===== config.mk =====
export PLATFORM = sky130hd
export DESIGN_NAME = phs_fifo
export DESIGN_NICKNAME = d
export VERILOG_FILES = /design/src/design/phs_fifo.sv
export SDC_FILE = /design/constraint.sdc
export NUM_CORES = 1
export LEC_CHECK = 0
export ABC_AREA = 0
export BUFFER_PORTS_ARGS = -buffer_cell sky130_fd_sc_hd__buf_2
export CAP_MARGIN = 40
export CORE_MARGIN = 5
export CORE_UTILIZATION = 50
export CTS_BUF_LIST = sky130_fd_sc_hd__clkbuf_2
export CTS_CLUSTER_DIAMETER = 30
export DETAILED_ROUTE_END_ITERATION = 8
export GPL_ROUTABILITY_DRIVEN = 0
export PLACE_DENSITY = 0.77
export SLEW_MARGIN = 20
export SYNTH_ARGS = -nofsm -noshare
export SYNTH_HDL_FRONTEND = slang
export SYNTH_SLANG_ARGS = --single-unit

===== constraint.sdc =====
create_clock -name clk -period 2.75 [get_ports clk]
set_clock_uncertainty 0.05 [all_clocks]
set_input_delay 0.275 -clock clk [delete_from_list [all_inputs] [get_ports clk]]
set_output_delay 0.275 -clock clk [all_outputs]
set_load 0.005 [all_outputs]

===== src/design/phs_fifo.sv =====
// phs_fifo: small register queue used between front and back and for results.
// Depends on nothing; payload is a flat vector.
module phs_fifo #(
	parameter int WIDTH = 8,
	parameter int DEPTH = 2
) (
	input  logic             clk,
	input  logic             arst_n,
	input  logic             push,
	input  logic [WIDTH-1:0] wdata,
	input  logic             pop,
	output logic [WIDTH-1:0] rdata,
	output logic             full,
	output logic             empty
);

	localparam int PW = (DEPTH > 1) ? $clog2(DEPTH) : 1;
	localparam int CW = $clog2(DEPTH + 1);

	logic [WIDTH-1:0] mem_q [DEPTH];
	logic [PW-1:0]    wr_ptr_q;
	logic [PW-1:0]    rd_ptr_q;
	logic [CW-1:0]    count_q;
	logic             do_push;
	logic             do_pop;

	assign full    = (count_q == CW'(DEPTH));
	assign empty   = (count_q == '0);
	assign do_push = push & ~full;
	assign do_pop  = pop & ~empty;
	assign rdata   = mem_q[rd_ptr_q];

	always_ff @(posedge clk or negedge arst_n) begin
		if (!arst_n) begin
			wr_ptr_q <= '0;
			rd_ptr_q <= '0;
			count_q  <= '0;
		end else begin
			if (do_push) begin
				wr_ptr_q <= (wr_ptr_q == PW'(DEPTH - 1)) ? '0 : wr_ptr_q + 1'b1;
			end
			if (do_pop) begin
				rd_ptr_q <= (rd_ptr_q == PW'(DEPTH - 1)) ? '0 : rd_ptr_q + 1'b1;
			end
			if (do_push && !do_pop) begin
				count_q <= count_q + 1'b1;
			end else if (do_pop && !do_push) begin
				count_q <= count_q - 1'b1;
			end
		end
	end

	always_ff @(posedge clk) begin
		if (do_push) begin
			mem_q[wr_ptr_q] <= wdata;
		end
	end

endmodule


==> results of run 1 <==
-- flip-flops by register name, indices dropped and copies added (netlist names) --
name,cells
mem_q,16
rd_ptr_q,1
count_q,2
wr_ptr_q,1
-- cell type report --
cell class	instances	area [um^2]	area share [%]
Clock inverter	1	3.754	0.4032
Clock buffer	3	15.01	1.613
Timing Repair Buffer	22	115.1	12.37
Sequential cell	20	580.6	62.37
Inverter	2	7.507	0.8065
Multi-Input combinational cell	21	188.9	20.30
Tap cell	16	20.02	2.151
-- report_power, final --
part           internal (mW)  switching, mW
clock                 0.0316         0.0862
combinational          0.155          0.126
sequential             0.423         0.0691
total                  0.610          0.281
-- timing repair --
item	in CTS	in global routing
hold buffers	1	0
resized for setup	0	0
hold endpoints to repair	4	0
setup buffers	0	0
-- cells in the final DEF (no fill, tap or decap), drive strengths merged, types with 2 or more instances in the layout --
| cell type | n |
|---|---|
| mux2 | 8 |
| inv | 2 |
| xnor2 | 3 |
| buf | 21 |
| xor2 | 2 |
| nor2 | 3 |
| dfrtp | 4 |
| edfxtp | 16 |
| clkbuf | 3 |
-- metal layers --
| layer | wire length, um | share of wire (%) |
|---|---|---|
| met4 | 25 | 2.0 |
| met2 | 592 | 48 |
| met1 | 510 | 41 |
| met5 | 0 | 0 |
| met3 | 103 | 8.4 |
-- cell families (layout without fill, tap and decap cells) --
logic type	count (synthesis)	count (layout)	synth area share, %
compound gates	1	1	0.6394
xor+xnor	5	5	6.561
fa+ha+maj	1	1	1.600
buf+inv	3	28	1.600
flops	20	20	74.24
mux	8	8	11.52
simple gates	6	6	3.841
-- final timing paths --
path | end | cells after the start
max | rdata[2] | 2
min | mem_q[0][2]$_DFFE_PP_ | 1
max reg2reg | mem_q[0][1]$_DFFE_PP_ | 3
min reg2reg | count_q[1]$_DFFE_PN0P_ | 1
max in group asynchronous | count_q[1]$_DFFE_PN0P_ | 2
min in group asynchronous | count_q[0]$_DFFE_PN0P_ | 2
-- per-stage QoR --
stage	cell area, um^2	power [mW]
after floorplan	782.0	0.6733
after global routing	930.9	0.9605
after CTS	930.9	0.9054
after detailed placement	902.1	0.7879
after global placement	902.1	0.7696
final	930.9	0.8908
==> parameters.txt, run 1 <==
Parameter                              Value

Placement
  Sum of net half-perimeters after detailed placement    947 um
  Count of input and output buffers    21
  Placement-stage worst setup slack    1.104 ns
  Total placed cells including tap cells    80

Route
  Residual DRC count    0
  Avg Vias per Cell    5.035
  WL/cell    14.49 um
  Detailed-routing iteration count for the pre-antenna-repair pass    4
  Routed Wire Length    about 1200 um
  Total via count after detailed routing    428
  Post-route antenna net violation count    0
  Initial DRC Count    7

Global route
  Global router's overall resource usage    11.60%
  Met1 Resource Use GR    between 10% and 20%
  Number of antenna violations at the first check in global routing    0
  Global Route met3 Usage    3.916%
  Largest net degree at the start of global routing    12
  Global-route wire length before repair    ~2200 um
  GRT overflow    0
  Met2 demand-to-capacity share in global routing    17.37%
  Via count of the first global-routing pass    495
  Peak-usage layer in the global routing report    met2

Floorplan
  Number of rows created at floorplan    14
  Effective utilization at floorplan    52.52%
  Die boundary height    49.55 um
  Total Die Area    2455 um^2
  Number of placed I/O pins    22
  Horiz. Die Dim    49.55 um
  Placeable Area    1489 um^2

STA
  PnR worst setup slack    0.9768 ns
  Max frequency    564.0 MHz
  Worst slew slack as a fraction of its limit    ~57%
  Final hold slack    0.07426 ns
  Final setup violation count    0
  Setup repair after global routing missed its margin    no
  Tightest Pin Transition    between 0.6 and 0.7 ns
  Hold Fails Final Rpt    0
  Tmin final    1.773 ns
  Share of the clock period used by the worst path    64.48%
  Post-route setup TNS    0 ns
  Final Max Slew Viols    0

Worst setup path
  Reg2Reg Launch Point    count_q[0]$_DFFE_PN0P_
  Critical path start-end classification    flip-flop to output pin
  Critical Path RT    2.42 ns
  Biggest fanout along the worst timing path    9
  Element type at the critical path start    flip-flop
  Data arrival, critical path    between 1 and 1.5 ns
  Worst-path cell with the longest stage delay    dfrtp_1
  Kind of end point of the critical path    output pin
  Flop2flop setup slack    ~1.1 ns
  Family of cells with the greatest summed delay on the critical path    flip-flops
  Number of buffers and inverters on the critical path    1
  Critical Path Start    rd_ptr_q$_DFFE_PN0P_
  Cell chain of the critical path    mux2_2 > buf_2
  Highest cell delay on the worst timing path    0.62 ns

Synth
  Primary FF master, synth    edfxtp_1
  Count of cell types in the netlist    15
  Yosys top cell by area    edfxtp_1
  EDFF count, synth    16
  Top cells by instance count after synthesis    edfxtp_1 (16), mux2_1 (6), dfrtp_1 (4), nor2_1 (3)
  Main area contributors after synthesis    edfxtp_1 (61%), dfrtp_1 (13%), mux2_1 (8.6%)
  Share of synthesized area occupied by flip-flops and latches    74.24%
  Post-Synthesis Cell Area    782.0 um^2
  Post-Synthesis Cells    44
  Mapped Nets    57
  Post-Syn Area per Cell    17.77 um^2
  Synth Warn #    0
  Async set-reset flop share out of synthesis    approximately 20%
  Leading cell type by number of instances after synthesis    edfxtp_1
  Number of synthesized register bits    20
  Portion of synthesized cell area occupied by the leading cell type    61.44%

Final layout
  Final #Nets    83
  Filler Cells Inserted    118
  Share of layout cells above drive strength 1    40.58%
  Synth-to-layout area growth    19.04%
  Final design utilization    62.52%
  Final antenna diode count    0
  Layout Cells excl Fill    85

Hold path
  Launch instance of the worst min-delay path    wdata[2]
  Type of the worst min-delay path    input pin to flip-flop

Clock tree
  CTS tree    yes
  Insertion delay of the later-clocked pin in the worst-skew pair    between 0.3 and 0.4 ns
  CTS Buf Count    3
  Number of levels the H-tree was split into    1
  Master cell of the clock root buffer    clkbuf_2
  Maximum clock insertion buffer count    2
  Clock net sink count    20
  Clock-pin slew on the worst setup and hold paths    approximately 0.19 ns

Power
  Max VDD drop    ~0.46 mV
  Leak Pwr    0.3924 nW
  Power density over the cells    956.9 nW/um^2

Status
  Status    finished, final reports clean

Flow run
  Maximum Capacitance Violations    0
Power figures use the tool's default switching activity.
==> run 2: changes to the inputs <==
- clock period: 2.75 -> 1.8 ns (I/O delays scaled with it)
==> run 2 against run 1 <==
Global-route usage fell by 0.22 points. Largest power group unchanged. Core utilization rose by 6.4 points. Hold slack improved by 0.049 ns. Critical endpoint unchanged. Routed wire length rose by 2.4%. Sequential cell count did not move. Power rose by 55%. Clock power rose by 44%. First-iteration DRC count fell by 14%.
==> parameters.txt, run 2 (synthesis results as in run 1) <==
Parameter                              Value

Status
  Status    finished, final reports clean

Route
  Routed Wire Length    1262 um
  Detailed-routing iteration count for the pre-antenna-repair pass    2
  Post-route antenna net violation count    0
  Initial DRC Count    6
  Residual DRC count    0
  Avg Vias per Cell    4.800
  Total via count after detailed routing    456
  WL/cell    13.28 um

STA
  Max frequency    610.2 MHz
  Hold Fails Final Rpt    0
  Post-route setup TNS    0 ns
  Setup repair after global routing missed its margin    no
  Share of the clock period used by the worst path    91.04%
  Final hold slack    0.1230 ns
  Tmin final    between 1.5 and 2 ns
  Final setup violation count    0
  Tightest Pin Transition    0.3947 ns
  Worst slew slack as a fraction of its limit    73.68%
  Final Max Slew Viols    0

Global route
  GRT overflow    0
  Global router's overall resource usage    11.38%
  Via count of the first global-routing pass    about 480
  Global-route wire length before repair    2145 um
  Largest net degree at the start of global routing    12
  Number of antenna violations at the first check in global routing    0

Worst setup path
  Kind of end point of the critical path    output pin
  Element type at the critical path start    flip-flop
  Critical R2R Capture    count_q[1]$_DFFE_PN0P_
  Critical Path RT    approximately 1.6 ns
  Biggest fanout along the worst timing path    9
  Register-to-Register Path Depth    6
  Reg2Reg Launch Point    count_q[0]$_DFFE_PN0P_
  Flop2flop setup slack    0.25 ns
  Critical path start-end classification    flip-flop to output pin
  Data arrival, critical path    1.41 ns

Final layout
  Area of all placed cells without fillers    1026 um^2
  Filler Cells Inserted    110
  Synth-to-layout area growth    31.20%
  Share of layout cells above drive strength 1    37.97%
  Leading cell types in the layout, fill and taps excluded    buf_2 (21), edfxtp_1 (16), dlygate4sd3_1 (9), mux2_1 (6), dfrtp_1 (4)
  Leading cell type in the layout, fill and taps excluded    buf_2
  Final antenna diode count    0
  Largest registers in the final layout    mem_q: 16 flops, count_q: 2 flops
  Top register by number of flip-flops    mem_q
  Final design utilization    68.91%
  Flip-flop count of the largest register, all copies and words added    16
  Final #Nets    93

Clock tree
  Setup Fix Bufs, Post-CTS    0
  Number of levels the H-tree was split into    1
  Master cell of the clock root buffer    clkbuf_2
  Number of gates given a new drive strength after cts    0
  CTS tree    yes
  Clock-pin slew on the worst setup and hold paths    0.17 ns
  Hold-fix buffer count after cts    4
  Insertion delay of the later-clocked pin in the worst-skew pair    0.29 ns
  Maximum clock insertion buffer count    2
  CTS Buf Count    3
  Clock net sink count    20

Hold path
  Launch instance of the worst min-delay path    push
  Hold-critical path endpoint    wr_ptr_q$_DFFE_PN0N_
  Type of the worst min-delay path    input pin to flip-flop
  Hold Path Cell Cnt    3

Power
  Leak Pwr    0.4363 nW
  Sequential cell fraction of total power    54.1%
  Total Power    about 1.4 mW
  Max VDD drop    0.7124 mV
  Share of power burned in combinational logic    roughly 34%
  Internal power of the cells    0.9606 mW
  Power density over the cells    1346 nW/um^2
  Relative contribution of the clock network to total power    between 10 and 15%
  Switching Fraction    a little under a third
  Reported net switching power    approximately 0.42 mW

Floorplan
  Die boundary height    49.55 um
  Horiz. Die Dim    49.55 um
  Number of placed I/O pins    22
  Placeable Area    1489 um^2
  Effective utilization at floorplan    roughly 53%
  Total Die Area    2455 um^2
  Number of rows created at floorplan    14

Placement
  Count of input and output buffers    21
  Sum of net half-perimeters after detailed placement    898.8 um
  Placement Cell Area    917.1 um^2

Flow run
  Maximum Capacitance Violations    0
==> run 2: worst max-delay path by stage <==
stage | from | to | slack (ns)
floorplan | count_q[0]$_DFFE_PN0P_ | mem_q[0][0]$_DFFE_PP_ | 0.36
global placement | count_q[0]$_DFFE_PN0P_ | count_q[1]$_DFFE_PN0P_ | 0.33
detailed placement | count_q[0]$_DFFE_PN0P_ | count_q[1]$_DFFE_PN0P_ | 0.25
CTS | rd_ptr_q$_DFFE_PN0P_ | rdata[2] | 0.1
global route | rd_ptr_q$_DFFE_PN0P_ | rdata[7] | 0.03
finish | rd_ptr_q$_DFFE_PN0P_ | rdata[2] | 0.16
==> run 2: worst max-delay path, stage by stage, from the launching register on <==
cell and delay [ns]:
dfrtp_1 0.62, mux2_2 0.38, buf_2 0.12
==> run 2: cell type report <==
type                    instances  area (um^2)  area share, %
inverters                       2        7.507         0.7317
flip-flops and latches         20        580.6          56.59
repair buffers                 32        210.2          20.49
clock buffers                   3        15.01          1.463
clock inverters                 1        3.754         0.3659
well taps                      16        20.02          1.951
multi-input cells              21        188.9          18.41
==> run 2: per-stage QoR <==
stage          std cells  setup WS [ns]
2_1_floorplan         44         0.3579
3_3_place_gp          82         0.3295
3_5_place_dp          82         0.2527
4_1_cts               90        0.09760
5_1_grt               95        0.02869
6_report              95         0.1613
==> run 2: power groups by stage <==
stage                     sequential [mW]  combinational [mW]  clock [mW]
final                               0.747               0.464       0.170
after global routing                0.768               0.518       0.206
after CTS                           0.752               0.468       0.181
after detailed placement            0.763               0.459           0
after global placement              0.754               0.444           0
after floorplan                     0.705               0.324           0
==> run 2: layer usage <==
metal	track usage [%]	vias to the layer above	wire length, um
met3	3.614	0	78
met5	0	-	0
met2	17.58	14	652
li1	-	228	-
met1	14.99	214	532
met4	3.930	0	0
