$ cat src/design/phs_pkg.sv
// phs_pkg: types, codes and the input range table for the pulse height spectrum block.
// No dependencies; every design file but phs_fifo refers to it by scoped names.
package phs_pkg;

	localparam logic OP_SAMPLE = 1'b0;
	localparam logic OP_READ   = 1'b1;

	localparam logic KIND_FILL = 1'b0;
	localparam logic KIND_READ = 1'b1;

	localparam logic [1:0] CFG_POLARITY   = 2'd0;
	localparam logic [1:0] CFG_RANGE      = 2'd1;
	localparam logic [1:0] CFG_FULL_SCALE = 2'd2;

	localparam int DIV_STEPS = 32;

	typedef struct packed {
		logic               operation;
		logic signed [15:0] sample_value;
		logic               event_end;
		logic [7:0]         read_bin;
	} in_item_t;

	typedef struct packed {
		logic               result_kind;
		logic signed [15:0] peak_code;
		logic [7:0]         bin_index;
		logic [31:0]        bin_count;
	} result_t;

	typedef struct packed {
		logic               is_read;
		logic signed [15:0] peak;
		logic [7:0]         read_bin;
	} task_t;

	typedef enum logic [2:0] {
		BK_CLEAR,
		BK_IDLE,
		BK_MUL,
		BK_DIV,
		BK_BIN,
		BK_READ,
		BK_UPDATE
	} back_state_t;

	// input range in mV; indexes above the table saturate to the widest range
	function automatic logic [15:0] range_mv(input logic [3:0] sel);
		logic [15:0] mv;
		case (sel)
			4'd0: mv = 16'd10;
			4'd1: mv = 16'd20;
			4'd2: mv = 16'd50;
			4'd3: mv = 16'd100;
			4'd4: mv = 16'd200;
			4'd5: mv = 16'd500;
			4'd6: mv = 16'd1000;
			4'd7: mv = 16'd2000;
			4'd8: mv = 16'd5000;
			4'd9: mv = 16'd10000;
			4'd10: mv = 16'd20000;
			default: mv = 16'd50000;
		endcase
		return mv;
	endfunction

endpackage

$ cat src/design/phs_front.sv
// phs_front: takes requests, tracks the event extremes and emits fill or read tasks.
// Depends on phs_pkg.
module phs_front (
	input  logic              clk,
	input  logic              arst_n,
	input  logic              accept,
	input  phs_pkg::in_item_t item,
	input  logic              polarity_negative,
	output logic              task_push,
	output phs_pkg::task_t    task_item
);

	logic signed [15:0] max_q;
	logic signed [15:0] min_q;
	logic signed [15:0] new_max;
	logic signed [15:0] new_min;
	logic               is_sample;

	assign is_sample = (item.operation == phs_pkg::OP_SAMPLE);
	assign new_max   = (item.sample_value > max_q) ? item.sample_value : max_q;
	assign new_min   = (item.sample_value < min_q) ? item.sample_value : min_q;

	always_comb begin
		task_push          = accept & (~is_sample | item.event_end);
		task_item.is_read  = ~is_sample;
		task_item.read_bin = item.read_bin;
		if (!is_sample) begin
			task_item.peak = '0;
		end else if (polarity_negative) begin
			task_item.peak = new_min;
		end else begin
			task_item.peak = new_max;
		end
	end

	always_ff @(posedge clk or negedge arst_n) begin
		if (!arst_n) begin
			max_q <= '0;
			min_q <= '0;
		end else if (accept && is_sample) begin
			if (item.event_end) begin
				max_q <= '0;
				min_q <= '0;
			end else begin
				max_q <= new_max;
				min_q <= new_min;
			end
		end
	end

endmodule

$ cat config.mk
export PLATFORM = sky130hd
export DESIGN_NAME = phs_front
export DESIGN_NICKNAME = d
export VERILOG_FILES = /design/src/design/phs_pkg.sv /design/src/design/phs_front.sv
export SDC_FILE = /design/constraint.sdc
export NUM_CORES = 1
export LEC_CHECK = 0
export ABC_AREA = 1
export BUFFER_PORTS_ARGS = -buffer_cell sky130_fd_sc_hd__buf_2
export CAP_MARGIN = 20
export CORE_MARGIN = 1
export CORE_UTILIZATION = 25
export CTS_CLUSTER_DIAMETER = 50
export DETAILED_ROUTE_END_ITERATION = 16
export MAX_ROUTING_LAYER = met4
export PLACE_DENSITY = 0.43
export REMOVE_ABC_BUFFERS = 1
export SETUP_SLACK_MARGIN = 0.02
export SKIP_CTS_REPAIR_TIMING = 1
export SYNTH_ARGS = -nofsm -noshare
export SYNTH_HDL_FRONTEND = slang
export SYNTH_SLANG_ARGS = --single-unit
$ cat constraint.sdc
create_clock -name clk -period 2.4 [get_ports clk]
set_clock_uncertainty 0.2 [all_clocks]
set_input_delay 0.24 -clock clk [delete_from_list [all_inputs] [get_ports clk]]
set_output_delay 0.24 -clock clk [all_outputs]
set_load 0.01 [all_outputs]
==> results.sh, run 1 <==
export IMPL_num_fill_cells=1223
export IMPL_setup_violations=16
export IMPL_start_util_pct=25.7
export IMPL_grt_max_degree=33
export IMPL_total_power_mw=3.14
export IMPL_use_met1_pct=20.4
export IMPL_max_stage_delay_ns=0.35
export IMPL_clock_fmax_mhz=358
export IMPL_cts_root_buf="clkbuf_16"
export IMPL_ir_drop_mv=0.352
export IMPL_die_width_um=111
export IMPL_whs_endpoint="min_q[2]"
export IMPL_whs_path_depth=5
export IMPL_drv_cap=0
export IMPL_violations="negative setup slack"
export IMPL_power_density_nw_per_um2=744
export IMPL_first_pass_iters=4
export IMPL_synthCells=436
export IMPL_drc_errors=0
export IMPL_maxSlewViolCount=0
export IMPL_synthesis_area_um2=2950
export IMPL_drive_gt1_share_pct=39.8
export IMPL_min_from="item[11]"
export IMPL_fin_ws_ns=-0.391
export IMPL_grt_setup_unrepaired="true"
export IMPL_htreeDepth=2
export IMPL_path_max_fanout=8
export IMPL_synth_cell_types=25
export IMPL_vias=3072
export IMPL_end_kind="output pin"
export IMPL_grt_util_met2_pct=26.9
export IMPL_ff2ff_path_depth=14
export IMPL_grt_util_met3_pct=2.96
export IMPL_hpwlAfterDp_um=6720
export IMPL_crit_arrival_ns=2.35
export IMPL_crit_chain="inv_1, ha_4, nand4_1, buf_4, a21oi_4, nor2_4, nand3_4, buf_4, nand3_1, nand2_2, nor2_1, nor2_1, buf_2"
export IMPL_dpl_cell_count=648
export IMPL_r2r_start="min_q[11]"
export IMPL_via_per_inst=4.62
export IMPL_outcome="complete, but fails checks"
export IMPL_crit_buf_inv=4
export IMPL_clock_sinks=32
export IMPL_hold_viol_final=0
export IMPL_gr_total_overflow=0
export IMPL_reg2reg_slack_ns=0.06
export IMPL_drt_iter0_markers=138
export IMPL_fin_util_pct=36.8
export IMPL_seq_area_frac_synth_pct=27.1
export IMPL_final_nets=582
export IMPL_port_buffers=39
export IMPL_fin_crit_sh_pct=116
export IMPL_cp_required_ns=1.96
export IMPL_worst_path_max_delay_cell="dfrtp_1"
export IMPL_top_usage_layer="met2"
export IMPL_grt_pass1_vias=3027
export IMPL_grt_total_usage_pct=16.2
export IMPL_gp_congestion=0.792
export IMPL_clk_pin_slew_ns=0.06
export IMPL_hold_class="input port to register"
export IMPL_core_rowCount=39
export IMPL_p_leak_nw=2.12
export IMPL_final_min_clock_period_ns=2.79
export IMPL_n_antenna_cell=0
export IMPL_r2r_end="min_q[3]"
export IMPL_dieArea_um2=12200
export IMPL_ys_ff_latch=32
export IMPL_ant_nets=0
export IMPL_ys_warn_count=0
export IMPL_numCtsBuffers=5
export IMPL_antenna_found_initial=0
export IMPL_finalNonFillerCells=665
export IMPL_cp_top_family="simple AND/OR/NAND/NOR gates"
export IMPL_cts_tree="built"
export IMPL_crit_type="register to output pin"
export IMPL_crit_path_start_kind="register"
export IMPL_syn2layout_area_growth_pct=43.2
export IMPL_placed_cell_area_um2=3590
export IMPL_wl_um=9820
export IMPL_synth_area_per_cell_um2=6.77
export IMPL_clock_latency_ns=0.28
export IMPL_slew_headroom_pct=42.7
export IMPL_stdcell_area_um2=4230
export IMPL_core_um2=11500
export IMPL_die_y_um=111
export IMPL_tightest_slew_ns=0.860
export IMPL_grt_first_pass_wirelength_um=15300
export IMPL_ios=56
export IMPL_wire_per_inst_um=14.8
export IMPL_cts_buffer_depth=2
-- state kept, by name (all words and copies together), names as in the netlist --
name / count
max_q: 16
min_q: 16
-- cell usage in the layout (no fill, tap or decap), drive strengths merged --
cell type    count
dfrtp           32
ha              31
nor2            41
buf            102
a21oi           12
dlygate4sd3      1
nand2          153
inv             47
nand3           38
a21o             1
nand4           18
clkbuf           8
o21ai           33
nor3             4
o21bai           1
-- how the worst max path moves through the flow --
stage	from	endpoint	depth (start not counted)
floorplan	max_q[15]	task_item[10]	11
global placement	item[14]	task_item[14]	15
detailed placement	item[22]	task_item[8]	14
CTS	max_q[13]	task_item[8]	14
global route	max_q[14]	task_item[19]	13
finish	min_q[13]	task_item[8]	13
-- through the flow --
step / worst slack (ns) / hold slack [ns] / TNS [ns]
floorplan: -0.00389 / -0.256 / -0.0584
global placement: -0.179 / 0.207 / -2.21
detailed placement: -0.202 / 0.205 / -2.92
CTS: -0.496 / -0.0899 / -7.64
global route: -0.579 / 0.215 / -9.19
finish: -0.391 / 0.182 / -5.72
-- power breakdown --
group | internal (mW) | switching (mW)
sequential | 0.640 | 0.0612
combinational | 0.785 | 0.984
clock | 0.415 | 0.257
-- cell families after synthesis --
kind of cell,after synthesis,share of synthesized area (%)
compound gates,47,8.14
simple gates,253,39.8
fa+ha+maj,31,13.1
buf+inv,73,11.8
flops,32,27.1
-- area by class of cell --
cell class / count / area (um^2) / share of cell area, %
tap: 143 / 179 / 4.23
multi-input combinational: 332 / 2170 / 51.3
inverter: 47 / 176 / 4.18
timing repair buffer: 103 / 756 / 17.9
clock buffer: 8 / 146 / 3.46
sequential: 32 / 801 / 19.0
-- cells in the mapped netlist (all sizes together) --
master,count,area share (%)
nor2,41,5.3
o21ai,33,5.6
a21oi,12,2.0
o21bai,1,0.25
a21o,1,0.25
inv,47,6.0
buf,18,4.8
nor3,4,1.0
nand2,153,22
nand4,18,3.8
dfrtp,32,27
ha,31,13
nand3,37,7.5
clkbuf,8,1.0
-- per-layer routing --
layer | part of all wire, % | wire (um)
met5 | 0 | 0
met4 | 0.38 | 37
met3 | 3.4 | 330
met2 | 49 | 4840
met1 | 47 | 4610
-- tightest hold or removal path: cells and delay by family --
family,cells,cell delay [ns]
AND/OR/NAND/NOR,3,0.20
AO/OA/AOI/OAI,1,0.05
buffers and inverters,1,0.13
(Power assumes the default switching activity.)
==> inputs of run 2 (changes only) <==
- RECOVER_POWER: unset -> 50
==> results.sh, run 2 (synthesized netlist as in run 1, its figures left out) <==
export IMPL_outcome="complete, but fails checks"
export IMPL_violations="negative setup slack"
export IMPL_power_density_nw_per_um2=744
export IMPL_p_leak_nw=2.12
export IMPL_clk_pin_slew_ns=0.06
export IMPL_placed_cell_area_um2=3590
export IMPL_end_kind="output pin"
export IMPL_grt_pass1_vias=3027
export IMPL_layout_common_cells="nand2_1 (97), buf_4 (48), nand2_2 (46)"
export IMPL_grt_max_degree=33
export IMPL_drt_iter0_markers=138
export IMPL_cp_required_ns=1.96
export IMPL_die_width_um=111
export IMPL_first_pass_iters=4
export IMPL_ios=56
export IMPL_via_per_inst=4.62
export IMPL_clock_latency_ns=0.28
export IMPL_grt_total_usage_pct=16.2
export IMPL_antenna_found_initial=0
export IMPL_final_min_clock_period_ns=2.79
export IMPL_cts_tree="built"
export IMPL_n_antenna_cell=0
export IMPL_final_nets=582
export IMPL_fin_ws_ns=-0.391
export IMPL_crit_type="register to output pin"
export IMPL_path_max_fanout=8
export IMPL_multiInputGateArea_um2=2170
export IMPL_grt_setup_unrepaired="true"
export IMPL_stdcell_area_um2=4220
export IMPL_num_fill_cells=1225
export IMPL_gr_total_overflow=0
export IMPL_numCtsBuffers=5
export IMPL_hold_class="input port to register"
export IMPL_htreeDepth=2
export IMPL_fin_crit_sh_pct=116
export IMPL_crit_path_start_kind="register"
export IMPL_crit_arrival_ns=2.35
export IMPL_total_power_mw=3.14
export IMPL_wl_um=9810
export IMPL_hold_ws_ns=0.181
export IMPL_ant_nets=0
export IMPL_ir_drop_mv=0.352
export IMPL_top_regs="max_q: 16 flops, min_q: 16 flops"
export IMPL_hold_viol_final=0
export IMPL_ff_latch_area_um2=801
export IMPL_port_buffers=39
export IMPL_gp_congestion=0.792
export IMPL_clock_fmax_mhz=358
export IMPL_syn2layout_area_growth_pct=43.1
export IMPL_vias=3072
export IMPL_dpl_cell_count=648
export IMPL_maxSlewViolCount=0
export IMPL_wire_per_inst_um=14.7
export IMPL_cts_root_buf="clkbuf_16"
export IMPL_grt_first_pass_wirelength_um=15300
export IMPL_drc_errors=0
export IMPL_cts_buffer_depth=2
export IMPL_clock_sinks=32
export IMPL_finalNonFillerCells=665
export IMPL_drive_gt1_share_pct=39.5
export IMPL_core_rowCount=39
export IMPL_drv_cap=0
export IMPL_hpwlAfterDp_um=6720
export IMPL_die_y_um=111
export IMPL_start_util_pct=25.7
export IMPL_core_um2=11500
export IMPL_slew_headroom_pct=36.1
export IMPL_tightest_slew_ns=0.959
export IMPL_setup_violations=16
export IMPL_dieArea_um2=12200
export IMPL_layout_commonest_cell="nand2_1"
run 2: cell count changes in the layout (fill, tap and decap cells not counted):
cell      delta
clkbuf_2     +1
clkbuf_1     +2
buf_2        -3
run 2: area by class of cell:
type / count / area share [%]
sequential: 32 / 19.0
tap: 143 / 4.24
timing repair buffer: 103 / 17.8
inverter: 47 / 4.18
clock buffer: 8 / 3.47
multi-input combinational: 332 / 51.3
run 2: worst paths after layout:
kind,cells after the start,slack (ns),startpoint,end
min in group asynchronous,2,0.44,arst_n,max_q[4]
worst max-delay path,13,-0.39,min_q[13],task_item[8]
max in group asynchronous,2,0.96,arst_n,max_q[1]
worst min register to register,2,0.34,min_q[0],min_q[0]
worst min-delay path,5,0.18,item[11],min_q[2]
worst max register to register,14,0.06,min_q[11],min_q[3]
run 2: critical path, cell delays in order, from the launching register on:
cell	delay, ns
dfrtp_1	0.35
inv_1	0.08
ha_4	0.27
nand4_1	0.15
buf_4	0.18
a21oi_4	0.12
nor2_4	0.07
nand3_4	0.13
buf_4	0.20
nand3_1	0.12
nand2_2	0.08
nor2_1	0.04
nor2_1	0.11
buf_2	0.14
run 2: per-stage QoR:
stage | TNS, ns | setup slack [ns] | util [%]
floorplan | -0.0584 | -0.00389 | -
global placement | -2.21 | -0.179 | 31.3
detailed placement | -2.92 | -0.202 | 31.3
CTS | -7.64 | -0.496 | 32.6
global route | -9.19 | -0.579 | 36.8
finish | -5.73 | -0.391 | 36.8
run 2: per-layer routing:
| layer | part of all wire, % | up-vias | track usage, % |
|---|---|---|---|
| met1 | 47 | 1438 | 20.4 |
| met2 | 49 | 53 | 26.9 |
| met5 | 0 | - | - |
| met3 | 3.3 | 2 | 2.96 |
| met4 | 0.38 | 0 | 3.47 |
| li1 | - | 1579 | - |
run 2: report_power, final:
group          internal (mW)  switching (mW)
Clock                  0.415           0.257
Combinational          0.785           0.984
Sequential             0.640          0.0612
Total                   1.84            1.30
